File: src/sv/sws_pkg.sv
// ----------------------------------------------------------------------------
// sws_pkg: shared types and constants of the stop-and-wait sample sender
// Item formats, operation and phase codes, register map, frame bytes, CRC-8.
// ----------------------------------------------------------------------------
package sws_pkg;

    localparam int DATA_BYTES_DEF  = 8;
    localparam int QUEUE_DEPTH_DEF = 2;
    localparam int SAMPLE_W        = 64;
    localparam int TIMER_W         = 16;
    localparam int CNT_W           = 4;
    localparam int CFG_IDX_W       = 3;
    localparam int CFG_W           = 16;
    localparam int KIND_N          = 3;

    // operations carried by an input item
    localparam logic [1:0] OP_TICK    = 2'd0;
    localparam logic [1:0] OP_SEND    = 2'd1;
    localparam logic [1:0] OP_TX_DONE = 2'd2;
    localparam logic [1:0] OP_RX_BYTE = 2'd3;

    // protocol phases
    localparam logic [1:0] PH_IDLE        = 2'd0;
    localparam logic [1:0] PH_WAIT_TX     = 2'd1;
    localparam logic [1:0] PH_WAIT_ANSWER = 2'd2;

    // failure kinds, also the alarm kind reported
    localparam logic [1:0] KIND_TIMEOUT    = 2'd0;
    localparam logic [1:0] KIND_NAK        = 2'd1;
    localparam logic [1:0] KIND_UNEXPECTED = 2'd2;

    // register map
    localparam logic [CFG_IDX_W-1:0] REG_TIMEOUT_TICKS     = 3'd0;
    localparam logic [CFG_IDX_W-1:0] REG_INFO_MODE         = 3'd1;
    localparam logic [CFG_IDX_W-1:0] REG_RETRY_TIMEOUT     = 3'd2;
    localparam logic [CFG_IDX_W-1:0] REG_RETRY_NAK         = 3'd3;
    localparam logic [CFG_IDX_W-1:0] REG_RETRY_UNEXPECTED  = 3'd4;
    localparam logic [CFG_IDX_W-1:0] REG_LOSS_TIMEOUT      = 3'd5;
    localparam logic [CFG_IDX_W-1:0] REG_LOSS_NAK          = 3'd6;
    localparam logic [CFG_IDX_W-1:0] REG_LOSS_UNEXPECTED   = 3'd7;

    localparam logic [TIMER_W-1:0] TIMEOUT_RST = 16'd1000;
    localparam logic [CNT_W-1:0]   LIMIT_RST   = 4'd3;

    // frame and answer bytes
    localparam logic [7:0] ACK_BYTE   = 8'h06;
    localparam logic [7:0] NAK_BYTE   = 8'h15;
    localparam logic [7:0] END_BYTE   = 8'h0A;
    localparam logic [7:0] CHAR_T     = 8'h54;
    localparam logic [7:0] CHAR_N     = 8'h4E;
    localparam logic [7:0] CHAR_U     = 8'h55;
    localparam logic [7:0] DIGIT_ZERO = 8'h30;
    localparam logic [7:0] CRC_POLY   = 8'h07;

    typedef struct packed {
        logic [1:0]          op;
        logic [SAMPLE_W-1:0] sample_word;
        logic [7:0]          answer_byte;
    } in_t;

    typedef struct packed {
        logic       has_byte;
        logic [7:0] frame_byte;
        logic       last;
        logic       ready_res;
        logic       sample_lost;
        logic       alarm_on;
        logic [1:0] alarm_kind;
    } out_t;

    typedef struct packed {
        logic       ready_res;
        logic       sample_lost;
        logic       alarm_on;
        logic [1:0] alarm_kind;
    } status_t;

    // one classified item handed from front to back
    typedef struct packed {
        logic                           has_frame;
        logic                           info;
        logic [SAMPLE_W-1:0]            sample;
        logic [KIND_N-1:0][CNT_W-1:0]   tries;
        logic [KIND_N-1:0][CNT_W-1:0]   losses;
        status_t                        status;
    } job_t;

    // CRC-8, MSB first, no reflection
    function automatic logic [7:0] crc8_byte(input logic [7:0] crc, input logic [7:0] b);
        logic [7:0] c;
        c = crc ^ b;
        for (int k = 0; k < 8; k++)
        begin
            c = c[7] ? ({c[6:0], 1'b0} ^ CRC_POLY) : {c[6:0], 1'b0};
        end
        return c;
    endfunction

endpackage

File: src/sv/sws_queue.sv
// ----------------------------------------------------------------------------
// sws_queue: short job queue between front and back
// Register-based FIFO; push when not full, pop when not empty.
// ----------------------------------------------------------------------------
module sws_queue
    import sws_pkg::*;
#(
    parameter int DEPTH = QUEUE_DEPTH_DEF
)
(
    input  logic clk,
    input  logic rst_n,
    input  logic push,
    input  job_t push_data,
    output logic full,
    output logic head_valid,
    output job_t head_data,
    input  logic pop
);

    localparam int PTR_W = (DEPTH > 1) ? $clog2(DEPTH) : 1;
    localparam int CNT_W_Q = $clog2(DEPTH + 1);
    localparam logic [PTR_W-1:0] PTR_LAST = PTR_W'(DEPTH - 1);

    job_t               store_reg [DEPTH];
    logic [PTR_W-1:0]   wr_ptr_reg;
    logic [PTR_W-1:0]   rd_ptr_reg;
    logic [CNT_W_Q-1:0] count_reg;

    assign full       = (count_reg == CNT_W_Q'(DEPTH));
    assign head_valid = (count_reg != '0);
    assign head_data  = store_reg[rd_ptr_reg];

    always_ff @(posedge clk)
    begin
        if (push)
        begin
            store_reg[wr_ptr_reg] <= push_data;
        end
    end

    always_ff @(posedge clk or negedge rst_n)
    begin
        if (!rst_n)
        begin
            wr_ptr_reg <= '0;
            rd_ptr_reg <= '0;
            count_reg  <= '0;
        end
        else
        begin
            if (push)
            begin
                wr_ptr_reg <= (wr_ptr_reg == PTR_LAST) ? '0 : wr_ptr_reg + 1'b1;
            end
            if (pop)
            begin
                rd_ptr_reg <= (rd_ptr_reg == PTR_LAST) ? '0 : rd_ptr_reg + 1'b1;
            end
            if (push && !pop)
            begin
                count_reg <= count_reg + 1'b1;
            end
            else if (pop && !push)
            begin
                count_reg <= count_reg - 1'b1;
            end
        end
    end

    a_no_overflow: assert property (@(posedge clk) disable iff (!rst_n)
        full |-> !push)
        else $error("queue written while full");

    a_no_underflow: assert property (@(posedge clk) disable iff (!rst_n)
        !head_valid |-> !pop)
        else $error("queue read while empty");

    a_count_range: assert property (@(posedge clk) disable iff (!rst_n)
        count_reg <= CNT_W_Q'(DEPTH))
        else $error("queue count beyond depth");

endmodule

File: src/sv/sws_front.sv
// ----------------------------------------------------------------------------
// sws_front: protocol front end
// Holds configuration and protocol state, classifies each item and queues a job.
// ----------------------------------------------------------------------------
module sws_front
    import sws_pkg::*;
(
    input  logic                 clk,
    input  logic                 rst_n,
    input  logic                 in_valid,
    output logic                 in_ready,
    input  in_t                  in_data,
    input  logic                 cfg_valid,
    output logic                 cfg_ready,
    input  logic [CFG_IDX_W-1:0] cfg_index,
    input  logic [CFG_W-1:0]     cfg_data,
    output logic                 job_push,
    output job_t                 job,
    input  logic                 queue_full
);

    logic [TIMER_W-1:0]           timeout_reg;
    logic                         info_reg;
    logic [KIND_N-1:0][CNT_W-1:0] rlim_reg;
    logic [KIND_N-1:0][CNT_W-1:0] llim_reg;

    logic [1:0]                   phase_reg, phase_next;
    logic [SAMPLE_W-1:0]          held_reg, held_next;
    logic [TIMER_W-1:0]           timer_reg, timer_next;
    logic [KIND_N-1:0][CNT_W-1:0] tries_reg, tries_next;
    logic [KIND_N-1:0][CNT_W-1:0] lost_reg, lost_next;
    logic                         alarm_reg, alarm_next;
    logic [1:0]                   alarm_type_reg, alarm_type_next;

    logic                         do_fail;
    logic [1:0]                   fail_kind;
    logic                         frame;
    logic                         dropped;
    logic [CNT_W:0]               try_sum;
    logic [CNT_W:0]               loss_sum;

    assign in_ready  = !queue_full;
    assign cfg_ready = 1'b1;
    assign job_push  = in_valid && in_ready;

    always_comb
    begin
        phase_next      = phase_reg;
        held_next       = held_reg;
        timer_next      = timer_reg;
        tries_next      = tries_reg;
        lost_next       = lost_reg;
        alarm_next      = alarm_reg;
        alarm_type_next = alarm_type_reg;
        do_fail         = 1'b0;
        fail_kind       = KIND_TIMEOUT;
        frame           = 1'b0;
        dropped         = 1'b0;
        try_sum         = '0;
        loss_sum        = '0;

        if (job_push)
        begin
            unique case (in_data.op)
                OP_SEND:
                begin
                    held_next  = in_data.sample_word;
                    timer_next = '0;
                    phase_next = PH_WAIT_TX;
                    frame      = 1'b1;
                end
                OP_TX_DONE:
                begin
                    if (phase_reg == PH_WAIT_TX)
                    begin
                        timer_next = timeout_reg;
                        phase_next = PH_WAIT_ANSWER;
                    end
                end
                OP_TICK:
                begin
                    if (phase_reg == PH_WAIT_ANSWER)
                    begin
                        if (timer_reg <= TIMER_W'(1))
                        begin
                            timer_next = '0;
                            do_fail    = 1'b1;
                            fail_kind  = KIND_TIMEOUT;
                        end
                        else
                        begin
                            timer_next = timer_reg - 1'b1;
                        end
                    end
                end
                OP_RX_BYTE:
                begin
                    if (phase_reg == PH_WAIT_ANSWER)
                    begin
                        timer_next = '0;
                        if (in_data.answer_byte == ACK_BYTE)
                        begin
                            tries_next      = '0;
                            lost_next       = '0;
                            alarm_next      = 1'b0;
                            alarm_type_next = KIND_TIMEOUT;
                            phase_next      = PH_IDLE;
                        end
                        else
                        begin
                            do_fail   = 1'b1;
                            fail_kind = (in_data.answer_byte == NAK_BYTE) ? KIND_NAK
                                                                          : KIND_UNEXPECTED;
                        end
                    end
                end
                default:
                begin
                end
            endcase
        end

        // count one failed try; resend or drop the sample
        if (do_fail)
        begin
            try_sum = {1'b0, tries_reg[fail_kind]} + 1'b1;
            if (try_sum >= {1'b0, rlim_reg[fail_kind]})
            begin
                tries_next[fail_kind] = '0;
                phase_next            = PH_IDLE;
                dropped               = 1'b1;
                loss_sum              = {1'b0, lost_reg[fail_kind]} + 1'b1;
                if (loss_sum >= {1'b0, llim_reg[fail_kind]})
                begin
                    alarm_next      = 1'b1;
                    alarm_type_next = fail_kind;
                    loss_sum        = {1'b0, llim_reg[fail_kind]};
                end
                lost_next[fail_kind] = loss_sum[CNT_W-1:0];
            end
            else
            begin
                tries_next[fail_kind] = try_sum[CNT_W-1:0];
                phase_next            = PH_WAIT_TX;
                frame                 = 1'b1;
            end
        end
    end

    always_comb
    begin
        job.has_frame          = frame;
        job.info               = info_reg;
        job.sample             = held_next;
        job.tries              = tries_next;
        job.losses             = lost_next;
        job.status.ready_res   = (phase_next == PH_IDLE);
        job.status.sample_lost = dropped;
        job.status.alarm_on    = alarm_next;
        job.status.alarm_kind  = alarm_next ? alarm_type_next : KIND_TIMEOUT;
    end

    always_ff @(posedge clk or negedge rst_n)
    begin
        if (!rst_n)
        begin
            timeout_reg <= TIMEOUT_RST;
            info_reg    <= 1'b0;
            rlim_reg    <= {KIND_N{LIMIT_RST}};
            llim_reg    <= {KIND_N{LIMIT_RST}};
        end
        else if (cfg_valid && cfg_ready)
        begin
            unique case (cfg_index)
                REG_TIMEOUT_TICKS:    timeout_reg <= cfg_data;
                REG_INFO_MODE:        info_reg <= cfg_data[0];
                REG_RETRY_TIMEOUT:    rlim_reg[KIND_TIMEOUT] <= cfg_data[CNT_W-1:0];
                REG_RETRY_NAK:        rlim_reg[KIND_NAK] <= cfg_data[CNT_W-1:0];
                REG_RETRY_UNEXPECTED: rlim_reg[KIND_UNEXPECTED] <= cfg_data[CNT_W-1:0];
                REG_LOSS_TIMEOUT:     llim_reg[KIND_TIMEOUT] <= cfg_data[CNT_W-1:0];
                REG_LOSS_NAK:         llim_reg[KIND_NAK] <= cfg_data[CNT_W-1:0];
                REG_LOSS_UNEXPECTED:  llim_reg[KIND_UNEXPECTED] <= cfg_data[CNT_W-1:0];
                default:
                begin
                end
            endcase
        end
    end

    always_ff @(posedge clk or negedge rst_n)
    begin
        if (!rst_n)
        begin
            phase_reg      <= PH_IDLE;
            held_reg       <= '0;
            timer_reg      <= '0;
            tries_reg      <= '0;
            lost_reg       <= '0;
            alarm_reg      <= 1'b0;
            alarm_type_reg <= KIND_TIMEOUT;
        end
        else
        begin
            phase_reg      <= phase_next;
            held_reg       <= held_next;
            timer_reg      <= timer_next;
            tries_reg      <= tries_next;
            lost_reg       <= lost_next;
            alarm_reg      <= alarm_next;
            alarm_type_reg <= alarm_type_next;
        end
    end

    a_send_waits_tx: assert property (@(posedge clk) disable iff (!rst_n)
        (job_push && in_data.op == OP_SEND) |=> phase_reg == PH_WAIT_TX)
        else $error("send item did not enter transmit wait");

    a_idle_timer_stopped: assert property (@(posedge clk) disable iff (!rst_n)
        phase_reg == PH_IDLE |-> timer_reg == '0)
        else $error("timer running while idle");

    a_alarm_kind_cleared: assert property (@(posedge clk) disable iff (!rst_n)
        !alarm_reg |-> alarm_type_reg == KIND_TIMEOUT)
        else $error("alarm kind set without alarm");

endmodule

File: src/sv/sws_back.sv
// ----------------------------------------------------------------------------
// sws_back: frame emitter
// Takes jobs from the queue and emits one result per cycle while the receiver is ready, CRC on the fly.
// ----------------------------------------------------------------------------
module sws_back
    import sws_pkg::*;
#(
    parameter int DATA_BYTES = DATA_BYTES_DEF
)
(
    input  logic clk,
    input  logic rst_n,
    input  logic job_valid,
    input  job_t job,
    output logic job_pop,
    output logic out_valid,
    input  logic out_ready,
    output out_t out_data
);

    localparam int IDX_W     = $clog2(DATA_BYTES + 11);
    localparam int PRE_SHIFT = 8 * (8 - DATA_BYTES);
    localparam logic [IDX_W-1:0] IDX_CRC        = IDX_W'(DATA_BYTES);
    localparam logic [IDX_W-1:0] IDX_FIRST_INFO = IDX_W'(DATA_BYTES + 1);
    localparam logic [IDX_W-1:0] IDX_LAST_PLAIN = IDX_W'(DATA_BYTES + 1);
    localparam logic [IDX_W-1:0] IDX_LAST_INFO  = IDX_W'(DATA_BYTES + 10);

    logic                         busy_reg;
    logic                         out_valid_reg;
    out_t                         out_data_reg;
    logic [SAMPLE_W-1:0]          shift_reg;
    logic [7:0]                   crc_reg;
    logic [IDX_W-1:0]             idx_reg;
    logic                         info_reg;
    logic [KIND_N-1:0][CNT_W-1:0] tries_reg;
    logic [KIND_N-1:0][CNT_W-1:0] losses_reg;
    status_t                      status_reg;

    logic                         advance;
    logic                         emit_frame;
    logic                         emit_plain;
    logic                         load;
    logic [IDX_W-1:0]             last_idx;
    logic                         at_last;
    logic [3:0]                   digit_pos;
    logic [7:0]                   info_byte;
    logic [7:0]                   cur_byte;
    logic [7:0]                   data_byte;

    assign advance    = !out_valid_reg || out_ready;
    assign emit_frame = busy_reg && advance;
    assign emit_plain = !busy_reg && job_valid && !job.has_frame && advance;
    assign load       = !busy_reg && job_valid && job.has_frame;
    assign job_pop    = emit_plain || load;

    assign last_idx  = info_reg ? IDX_LAST_INFO : IDX_LAST_PLAIN;
    assign at_last   = (idx_reg == last_idx);
    assign digit_pos = 4'(idx_reg - IDX_FIRST_INFO);
    assign data_byte = shift_reg[SAMPLE_W-1 -: 8];

    always_comb
    begin
        case (digit_pos)
            4'd0:    info_byte = CHAR_T;
            4'd1:    info_byte = DIGIT_ZERO + {4'b0, losses_reg[KIND_TIMEOUT]};
            4'd2:    info_byte = DIGIT_ZERO + {4'b0, tries_reg[KIND_TIMEOUT]};
            4'd3:    info_byte = CHAR_N;
            4'd4:    info_byte = DIGIT_ZERO + {4'b0, losses_reg[KIND_NAK]};
            4'd5:    info_byte = DIGIT_ZERO + {4'b0, tries_reg[KIND_NAK]};
            4'd6:    info_byte = CHAR_U;
            4'd7:    info_byte = DIGIT_ZERO + {4'b0, losses_reg[KIND_UNEXPECTED]};
            4'd8:    info_byte = DIGIT_ZERO + {4'b0, tries_reg[KIND_UNEXPECTED]};
            default: info_byte = END_BYTE;
        endcase

        if (idx_reg < IDX_CRC)
        begin
            cur_byte = data_byte;
        end
        else if (idx_reg == IDX_CRC)
        begin
            cur_byte = crc_reg;
        end
        else if (at_last)
        begin
            cur_byte = END_BYTE;
        end
        else
        begin
            cur_byte = info_byte;
        end
    end

    always_ff @(posedge clk or negedge rst_n)
    begin
        if (!rst_n)
        begin
            busy_reg      <= 1'b0;
            out_valid_reg <= 1'b0;
        end
        else
        begin
            if (load)
            begin
                busy_reg <= 1'b1;
            end
            else if (emit_frame && at_last)
            begin
                busy_reg <= 1'b0;
            end

            if (emit_frame || emit_plain)
            begin
                out_valid_reg <= 1'b1;
            end
            else if (out_ready)
            begin
                out_valid_reg <= 1'b0;
            end
        end
    end

    always_ff @(posedge clk)
    begin
        if (load)
        begin
            shift_reg  <= job.sample << PRE_SHIFT;
            crc_reg    <= '0;
            idx_reg    <= '0;
            info_reg   <= job.info;
            tries_reg  <= job.tries;
            losses_reg <= job.losses;
            status_reg <= job.status;
        end
        else if (emit_frame)
        begin
            idx_reg <= idx_reg + 1'b1;
            if (idx_reg < IDX_CRC)
            begin
                crc_reg   <= crc8_byte(crc_reg, data_byte);
                shift_reg <= shift_reg << 8;
            end
        end

        if (emit_frame)
        begin
            out_data_reg.has_byte    <= 1'b1;
            out_data_reg.frame_byte  <= cur_byte;
            out_data_reg.last        <= at_last;
            out_data_reg.ready_res   <= status_reg.ready_res;
            out_data_reg.sample_lost <= status_reg.sample_lost;
            out_data_reg.alarm_on    <= status_reg.alarm_on;
            out_data_reg.alarm_kind  <= status_reg.alarm_kind;
        end
        else if (emit_plain)
        begin
            out_data_reg.has_byte    <= 1'b0;
            out_data_reg.frame_byte  <= '0;
            out_data_reg.last        <= 1'b1;
            out_data_reg.ready_res   <= job.status.ready_res;
            out_data_reg.sample_lost <= job.status.sample_lost;
            out_data_reg.alarm_on    <= job.status.alarm_on;
            out_data_reg.alarm_kind  <= job.status.alarm_kind;
        end
    end

    assign out_valid = out_valid_reg;
    assign out_data  = out_data_reg;

    a_idx_in_frame: assert property (@(posedge clk) disable iff (!rst_n)
        busy_reg |-> idx_reg <= last_idx)
        else $error("frame index past end of frame");

    a_empty_result_last: assert property (@(posedge clk) disable iff (!rst_n)
        (out_valid_reg && !out_data_reg.has_byte) |->
            (out_data_reg.last && out_data_reg.frame_byte == '0))
        else $error("result without byte is not a single last result");

    a_load_starts_frame: assert property (@(posedge clk) disable iff (!rst_n)
        load |=> (busy_reg && idx_reg == '0))
        else $error("frame did not start at first byte");

endmodule

File: src/sv/stop_and_wait_sample_sender.sv
// ----------------------------------------------------------------------------
// stop_and_wait_sample_sender: stop-and-wait sender for sample words
// Front end runs the retry/loss protocol; back end emits framed bytes.
// ----------------------------------------------------------------------------
// Path: an item without a frame goes through the job queue and the output
// register; a framed item is loaded into the back end before its first byte.
// Throughput: one item per cycle for items without a frame while out_ready is high;
// a frame holds the back end until its end byte is out, one byte a cycle while ready.
// Reset: configuration returns to its defaults, all counters, timer and alarm
// clear, the job queue empties; the block accepts items straight after reset.
module stop_and_wait_sample_sender
    import sws_pkg::*;
#(
    parameter int DATA_BYTES  = DATA_BYTES_DEF,   // 1 to 8
    parameter int QUEUE_DEPTH = QUEUE_DEPTH_DEF   // 2 or more
)
(
    input  logic                 clk,
    input  logic                 rst_n,
    input  logic                 in_valid,
    output logic                 in_ready,
    input  in_t                  in_data,
    output logic                 out_valid,
    input  logic                 out_ready,
    output out_t                 out_data,
    input  logic                 cfg_valid,
    output logic                 cfg_ready,
    input  logic [CFG_IDX_W-1:0] cfg_index,
    input  logic [CFG_W-1:0]     cfg_data
);

    logic job_push;
    job_t job_in;
    logic queue_full;
    logic head_valid;
    job_t head_job;
    logic head_pop;

    sws_front u_front (
        .clk        (clk),
        .rst_n      (rst_n),
        .in_valid   (in_valid),
        .in_ready   (in_ready),
        .in_data    (in_data),
        .cfg_valid  (cfg_valid),
        .cfg_ready  (cfg_ready),
        .cfg_index  (cfg_index),
        .cfg_data   (cfg_data),
        .job_push   (job_push),
        .job        (job_in),
        .queue_full (queue_full)
    );

    sws_queue #(
        .DEPTH (QUEUE_DEPTH)
    ) u_queue (
        .clk        (clk),
        .rst_n      (rst_n),
        .push       (job_push),
        .push_data  (job_in),
        .full       (queue_full),
        .head_valid (head_valid),
        .head_data  (head_job),
        .pop        (head_pop)
    );

    sws_back #(
        .DATA_BYTES (DATA_BYTES)
    ) u_back (
        .clk       (clk),
        .rst_n     (rst_n),
        .job_valid (head_valid),
        .job       (head_job),
        .job_pop   (head_pop),
        .out_valid (out_valid),
        .out_ready (out_ready),
        .out_data  (out_data)
    );

endmodule

File: config.mk
export PLATFORM = sky130hd
export DESIGN_NAME = stop_and_wait_sample_sender
export DESIGN_NICKNAME = d
export VERILOG_FILES = /design/src/sv/sws_pkg.sv /design/src/sv/sws_queue.sv /design/src/sv/sws_front.sv /design/src/sv/sws_back.sv /design/src/sv/stop_and_wait_sample_sender.sv
export SDC_FILE = /design/constraint.sdc
export NUM_CORES = 1
export LEC_CHECK = 0
export BUFFER_PORTS_ARGS = -buffer_cell sky130_fd_sc_hd__clkbuf_2
export CORE_MARGIN = 8
export CORE_UTILIZATION = 52
export DETAILED_ROUTE_END_ITERATION = 16
export PLACE_DENSITY = 0.75
export RECOVER_POWER = 50
export SETUP_SLACK_MARGIN = 0.4
export SLEW_MARGIN = 30
export SYNTH_ARGS = -nofsm -noshare
export SYNTH_HDL_FRONTEND = slang
export SYNTH_SLANG_ARGS = --single-unit
File: constraint.sdc
create_clock -name clk -period 6.4 [get_ports clk]
set_clock_uncertainty 0.2 [all_clocks]
set_input_delay 0.32 -clock clk [delete_from_list [all_inputs] [get_ports clk]]
set_output_delay 0.32 -clock clk [all_outputs]
set_load 0.01 [all_outputs]
### Word-level counts from Yosys, hierarchy flattened

Memories as Yosys holds them, arrays and structs flattened.
Index checks and enable logic that the tools add are counted.

* flip-flop bits (word level): 278
* bits in latches: 0
* RAM bits: 190
* bits in read-only memories: 0
* input bits: 98
* output and inout port bits: 18
* logic and storage cells: 248
* memories: 1

* add/subtract/negate cells: 15
* multiply operators: 0
* div/mod/pow operators: 0
* $lt $le $gt $ge: 6
* eq/ne operators: 28
* shift-type cells: 0
* muxes and demuxes: 101
* bitwise gates (word level): 11
* reductions and logical operators: 41

Memory list
* u_queue.store_reg: words 2, width 95, rd ports 1, clocked after memory_dff 0, write ports 1, RTL line sws_queue.sv:25 `job_t store_reg [DEPTH];`

Operator list (count)
* $mux 64: 5
* $mux 12: 12
* $pmux 8 s9: 1
* $mux 16: 4
* $pmux 16 s4: 1
* $add 6x4->7 const A: 6
* $mux 2: 20
* $bmux 4 s2: 4
* $mux 4: 8
* $mux 14: 2
* $mux 1: 27
* $bwmux 12: 2
* $mux 3: 8
* $mux 8: 3
* $not 3->3: 8
* $reduce_and 2->1: 10
* $eq 4x3->1 const B: 4
* $le 16x1->1 const B: 1
* $sub 16x1->16 const B: 1
* $reduce_bool 2->1: 7
* $and 12x12->12: 1
* $eq 3x3->1 const B: 4
* $not 12->12: 1
* $add 4x1->5 const B: 2
* other kinds (33): 60

### Depth between registers and ports, before layout

* depth after elaboration: 17
* gate-level depth with buffers: 18
* gate-level depth less buffers: 15

### Cells and area by module

From an unflattened synthesis, not the netlist that was laid out.

* cells, all modules: 1453
* area total of the unflattened synthesis: 20164.3 um^2

By module, submodules not included
* sws_front: instances 1, cells each 609, area each 7262.0 um^2, sequential area each 3776.1 um^2
* sws_queue: instances 1, cells each 312, area each 7245.7 um^2, sequential area each 5805.6 um^2
* sws_back: instances 1, cells each 532, area each 5656.7 um^2, sequential area each 3573.4 um^2

### Worst setup path before layout

No wires, ideal clock.

* path type: flip-flop to flip-flop
* start: reg u_queue.count_reg[0]
* end: mem u_queue.store_reg[0][0] (netlist bit) (enable)
* library setup time: 550 ps
* data arrival time: 4796 ps
* required time: 5650 ps
* slack: 854 ps
* stages on the path, launching flop included: 4
* path buffers: 0
* clock period less this slack: 5546 ps
* cell sequence: dfrtp_1 > nand2b_1 > nand2_1 > nor2_1

* longest elaborated chain between the ends: 5

RTL lines
* from (decl): RTL line sws_queue.sv:28 `logic [CNT_W_Q-1:0] count_reg;`
* from (signal assigned): RTL line sws_queue.sv:62 `count_reg <= count_reg + 1'b1;`
* from (signal assigned): RTL line sws_queue.sv:66 `count_reg <= count_reg - 1'b1;`
* $eq 2x2->1: RTL line sws_queue.sv:30 `assign full = (count_reg == CNT_W_Q'(DEPTH));`
* $logic_not 1->1: RTL line sws_front.sv:42 `assign in_ready = !queue_full;`
* via in_ready: RTL line stop_and_wait_sample_sender.sv:21 `output logic in_ready,`
* $logic_and 1x1->1: RTL line sws_front.sv:44 `assign job_push = in_valid && in_ready;`
* $mux 1: RTL line sws_queue.sv:36 `if (push)`
* $mux 1 (not written as such): RTL line sws_queue.sv:38 `store_reg[wr_ptr_reg] <= push_data;`
* to (decl): RTL line sws_queue.sv:25

The timed path passes the listed nets, and every way through them passes these cells.

### Worst setup path in the final report

* start: reg u_queue.count_reg[0]
* end: mem u_queue.store_reg[0][85] (netlist bit) (enable)

* longest elaborated chain between the ends: 5

RTL lines (RTL line)
* $eq 2x2->1: sws_queue.sv:30
* $logic_not 1->1: sws_front.sv:42
* $logic_and 1x1->1: sws_front.sv:44
* $mux 1: sws_queue.sv:36
* $mux 1 (not written as such): sws_queue.sv:38

No other way between the ends.

==> summary by stage <==
Synthesis
The synthesized design contains 468 register bits. The Yosys step of the flow raised 0 warnings. In the synthesized netlist, the number of instances is 1,350. The number of distinct library cells after synthesis is 72.

The number of flops mapped to enable cells by yosys is 298. The per-instance average area after synthesis is 14.25 um^2. The most used flip-flop cell after synthesis is edfxtp_1. The cell area after synthesis is 0.01924 mm^2. The async set or reset register ratio after synthesis is 33.33%. The part of the Yosys area used for sequential elements is 68.37%. The post-synth net total is 1,470.

STA
The slew of the pin with the lowest slew margin is 3693 ps. The final critical path takes up 82.56% of the cycle. The aggregate negative setup slack is 0 ps. The highest clock frequency the design can meet is 0.1892 GHz. Measured against its own limit, the worst slew margin works out to -146.2%.

The final number of hold-violating endpoints was 0. The max-slew violation total from the final report is 407. The worst hold margin is 40.32 ps. Setup slack on the critical path of the routed design comes to 1116 ps. Setup repair after global routing left no endpoint under its margin.

The final setup violation count is 0. The routed design could run at a clock period as short as 5284 ps.

Setup path
Among cell families on the critical path, the largest total delay comes from simple AND/OR/NAND/NOR gates. The slack of the worst reg-to-reg path is 1120 ps. By startpoint and endpoint, the worst setup path is classified as reg2reg.

Along the worst path, the maximum fanout reaches 42. In this run the critical register-to-register path is launched from u_queue.count_reg[0]. The element type at the critical path end is a register. In this run the critical register-to-register path is captured at u_queue.store_reg[0][85].

The buffers plus inverters on the worst setup path is 1. The required time of the critical path is 6330 ps. The critical path goes through nand2b_1 -> nand2_1 -> nor2_1 -> clkbuf_1. The data arrival time of the worst path is 5210 ps.

The stage delay of the slowest cell on the critical path is 1940 ps. The critical path launch point type is a register. The slowest stage of the critical path belongs to the cell clkbuf_1. Measured in cells, the most critical reg-to-reg path has a length of 4.

Power
For this design the static power due to leakage is 8.781 nW. The peak ir drop on the vdd network is 271.8 uV. The total power per unit cell area is 480.3 mW/mm^2.

CTS
Clock-pin slew was measured on the worst setup and hold paths at 60 ps. TritonCTS created 47 clock buffers. After clock tree synthesis, the repair step resized 0 gates.

The clock tree synthesis step divided the H-tree into 2 levels. The clock latency on the worst-skew pair is 570 ps. Clock tree synthesis found a total of 468 sinks. The master cell of the clock root buffer is clkbuf_16. The maximum clock insertion buffer count is 3.

TritonCTS built the clock tree.

Min path
The type of the worst min-delay path is in2reg. The path with the worst hold slack has its endpoint at u_front.info_reg. The startpoint of the tightest hold check path is cfg_index[2]. Along the worst hold path, the cell count comes to 3.

Drt
The detailed-router iteration count before antenna repair is 5. The DRC violation count after routing is 0. The routed length per instance is 19.46 um.

The mean number of vias per cell is 5.564. Wires add up to 39.88 mm. The count of antenna-violating nets left after detailed routing is 0.

The total vias in the final route is 11,401. The first routing iteration left 730 violations.

Global route
The remaining global-route overflow is 0. The pin count of the biggest net entering global routing is 104. The first global-routing pass estimated 64.09 mm of wire. The initial antenna violation count is 1. The overall global routing resource usage is 18.37%. The number of global-route vias before repair came to 11,756.

Layout
The total area of sequential cells is 0.01316 mm^2. Counting the fill cells in the layout gives 2,640. 0 antenna diodes ended up in the layout. Compared with the post-synthesis result, the final layout area differs by 17.45%. In the final design database the tool counted 1,662 nets. The area of the multi-input gates is 0.005776 mm^2. The register with the most flip-flops in the layout has 190 of them. The fraction of final layout cells sized beyond drive strength 1 is 21.25%.

Floorplanning
For this design the top-level I/O count stands at 116. The number of rows in the core area is 70. Measured along the x axis, the die boundary spans 208.4 um. The core footprint is 0.03652 mm^2. The chip height is 208.4 um.

The die area is 0.04342 mm^2. The initial utilization of the core area, before any placement, comes to 52.69%.

Placement
Prior to clock tree synthesis, the placed netlist has a worst setup slack of 1334 ps. After legalization and detailed placement, the total HPWL measured 25.16 mm. The count of buffers from port buffering is 114. Routability-driven placement finished with a final weighted congestion of 0.8460.

Run status
The run finished, with violations left. The checks that failed: max-capacitance violations, max-slew violations.

Job
The number of max-cap violations is 9.
repair_timing:
item,in CTS,in global routing
buffers inserted,0,0
hold buffers,82,0
endpoints found under the hold margin,332,0
final cells by class:
cell class / count / area share, %
Sequential cell: 468 / 58.21
Multi-Input combinational cell: 800 / 25.56
Timing Repair Buffer: 207 / 6.322
Clock buffer: 73 / 6.178
Tap cell: 468 / 2.591
Clock inverter: 15 / 0.8470
Inverter: 18 / 0.2990
worst min-delay path, stage by stage:
cell and delay (ps):
clkbuf_2 150, nor3b_1 80, mux2_2 220
stage by stage:
stage / power [mW] / cell area (um^2) / util [%] / cells
final: 10.86 / 22600 / 61.88 / 2049
after global routing: 11.46 / 22600 / 61.88 / 2049
after CTS: 10.91 / 22680 / 62.09 / 2049
after detailed placement: 8.050 / 20270 / 55.50 / 1879
after global placement: 7.909 / 20260 / 55.48 / 1879
after floorplan: 7.184 / 19240 / - / 1350
Yosys cell counts (5+ instances only):
cell      instances  area, um^2
nand4_1           5       31.28
a21o_1            5       37.54
a221o_1           5       50.05
a21oi_1          38       190.2
clkbuf_1         54       202.7
ha_1             22       275.3
a211oi_1          6       45.04
nor4_1            6       37.54
or3_1             5       31.28
a22oi_1           6       45.04
nand2b_1          9       56.30
buf_1             6       22.52
mux2_2          143        1610
nor3_1           17       85.08
dfxtp_1          14       280.3
o21ai_0         118       590.6
a31oi_1           5       31.28
mux2i_1          78       780.8
nor2_1           64       240.2
dfstp_2          18       473.0
and2_1            5       31.28
xnor2_1          25       219.0
nand3_1          22       110.1
nand2_1         118       442.9
inv_1            18       67.56
edfxtp_1        298        8949
dfrtp_1         138        3453
o22ai_1           6       37.54
xor2_1           11       96.34
cell families after synthesis:
kind of cell	Yosys count	synth area share, %
other	1	0.01949
multiplexers	221	12.43
AND/OR/NAND/NOR	289	7.159
adder cells (fa/ha/maj)	22	1.431
XOR/XNOR	37	1.756
AO/OA/AOI/OAI	230	7.172
flip-flops	468	68.37
buffers and inverters	82	1.671
worst max path at each step:
stage / start / cells past startpoint / end
floorplan: u_queue.count_reg[0] / 3 / u_queue.store_reg[0][0]
global placement: in_data[72] / 16 / u_queue.store_reg[0][12]
detailed placement: in_data[72] / 16 / u_queue.store_reg[1][12]
CTS: u_queue.count_reg[0] / 14 / u_queue.store_reg[1][12]
global route: u_queue.count_reg[0] / 4 / u_queue.store_reg[0][85]
finish: u_queue.count_reg[0] / 4 / u_queue.store_reg[0][85]
cell usage in the layout, fill, tap and decap left out, types with 5 or more instances in the layout:
cell           Yosys  final
a221o_1            5      5
clkbuf_1          54     44
nor3_1            17     17
a211oi_1           6      6
ha_1              22     22
clkbuf_2           0     93
a22oi_1            6      6
inv_1             18     17
clkbuf_8           0      8
dfrtp_1          138    138
o22ai_1            6      6
dfstp_2           18     18
dfxtp_1           14     14
mux2i_1           78     78
xnor2_1           25     25
nand2b_1           9      9
edfxtp_1         298    298
mux2_1             0     17
mux2_2           143    126
xor2_1            11     11
and2_1             5      5
clkbuf_16          0     49
nand3_1           22     22
nand4_1            5      5
nor4_1             6      6
nand2_1          118    116
dlygate4sd3_1      0     82
nor2_1            64     64
o21ai_0          118    117
a31oi_1            5      5
a21oi_1           38     38
a21o_1             5      5
where the power goes:
group / switching, mW / internal, mW
clock: 1.12 / 1.67
combinational: 1.74 / 1.21
sequential: 0.486 / 4.63
total: 3.35 / 7.51
per-layer routing:
layer | wire [um] | track usage, %
met2 | 19810 | 31.02
met3 | 1592 | 2.555
met5 | 0 | 0
met4 | 1099 | 6.730
met1 | 17380 | 24.06
(Power assumes the default switching activity.)
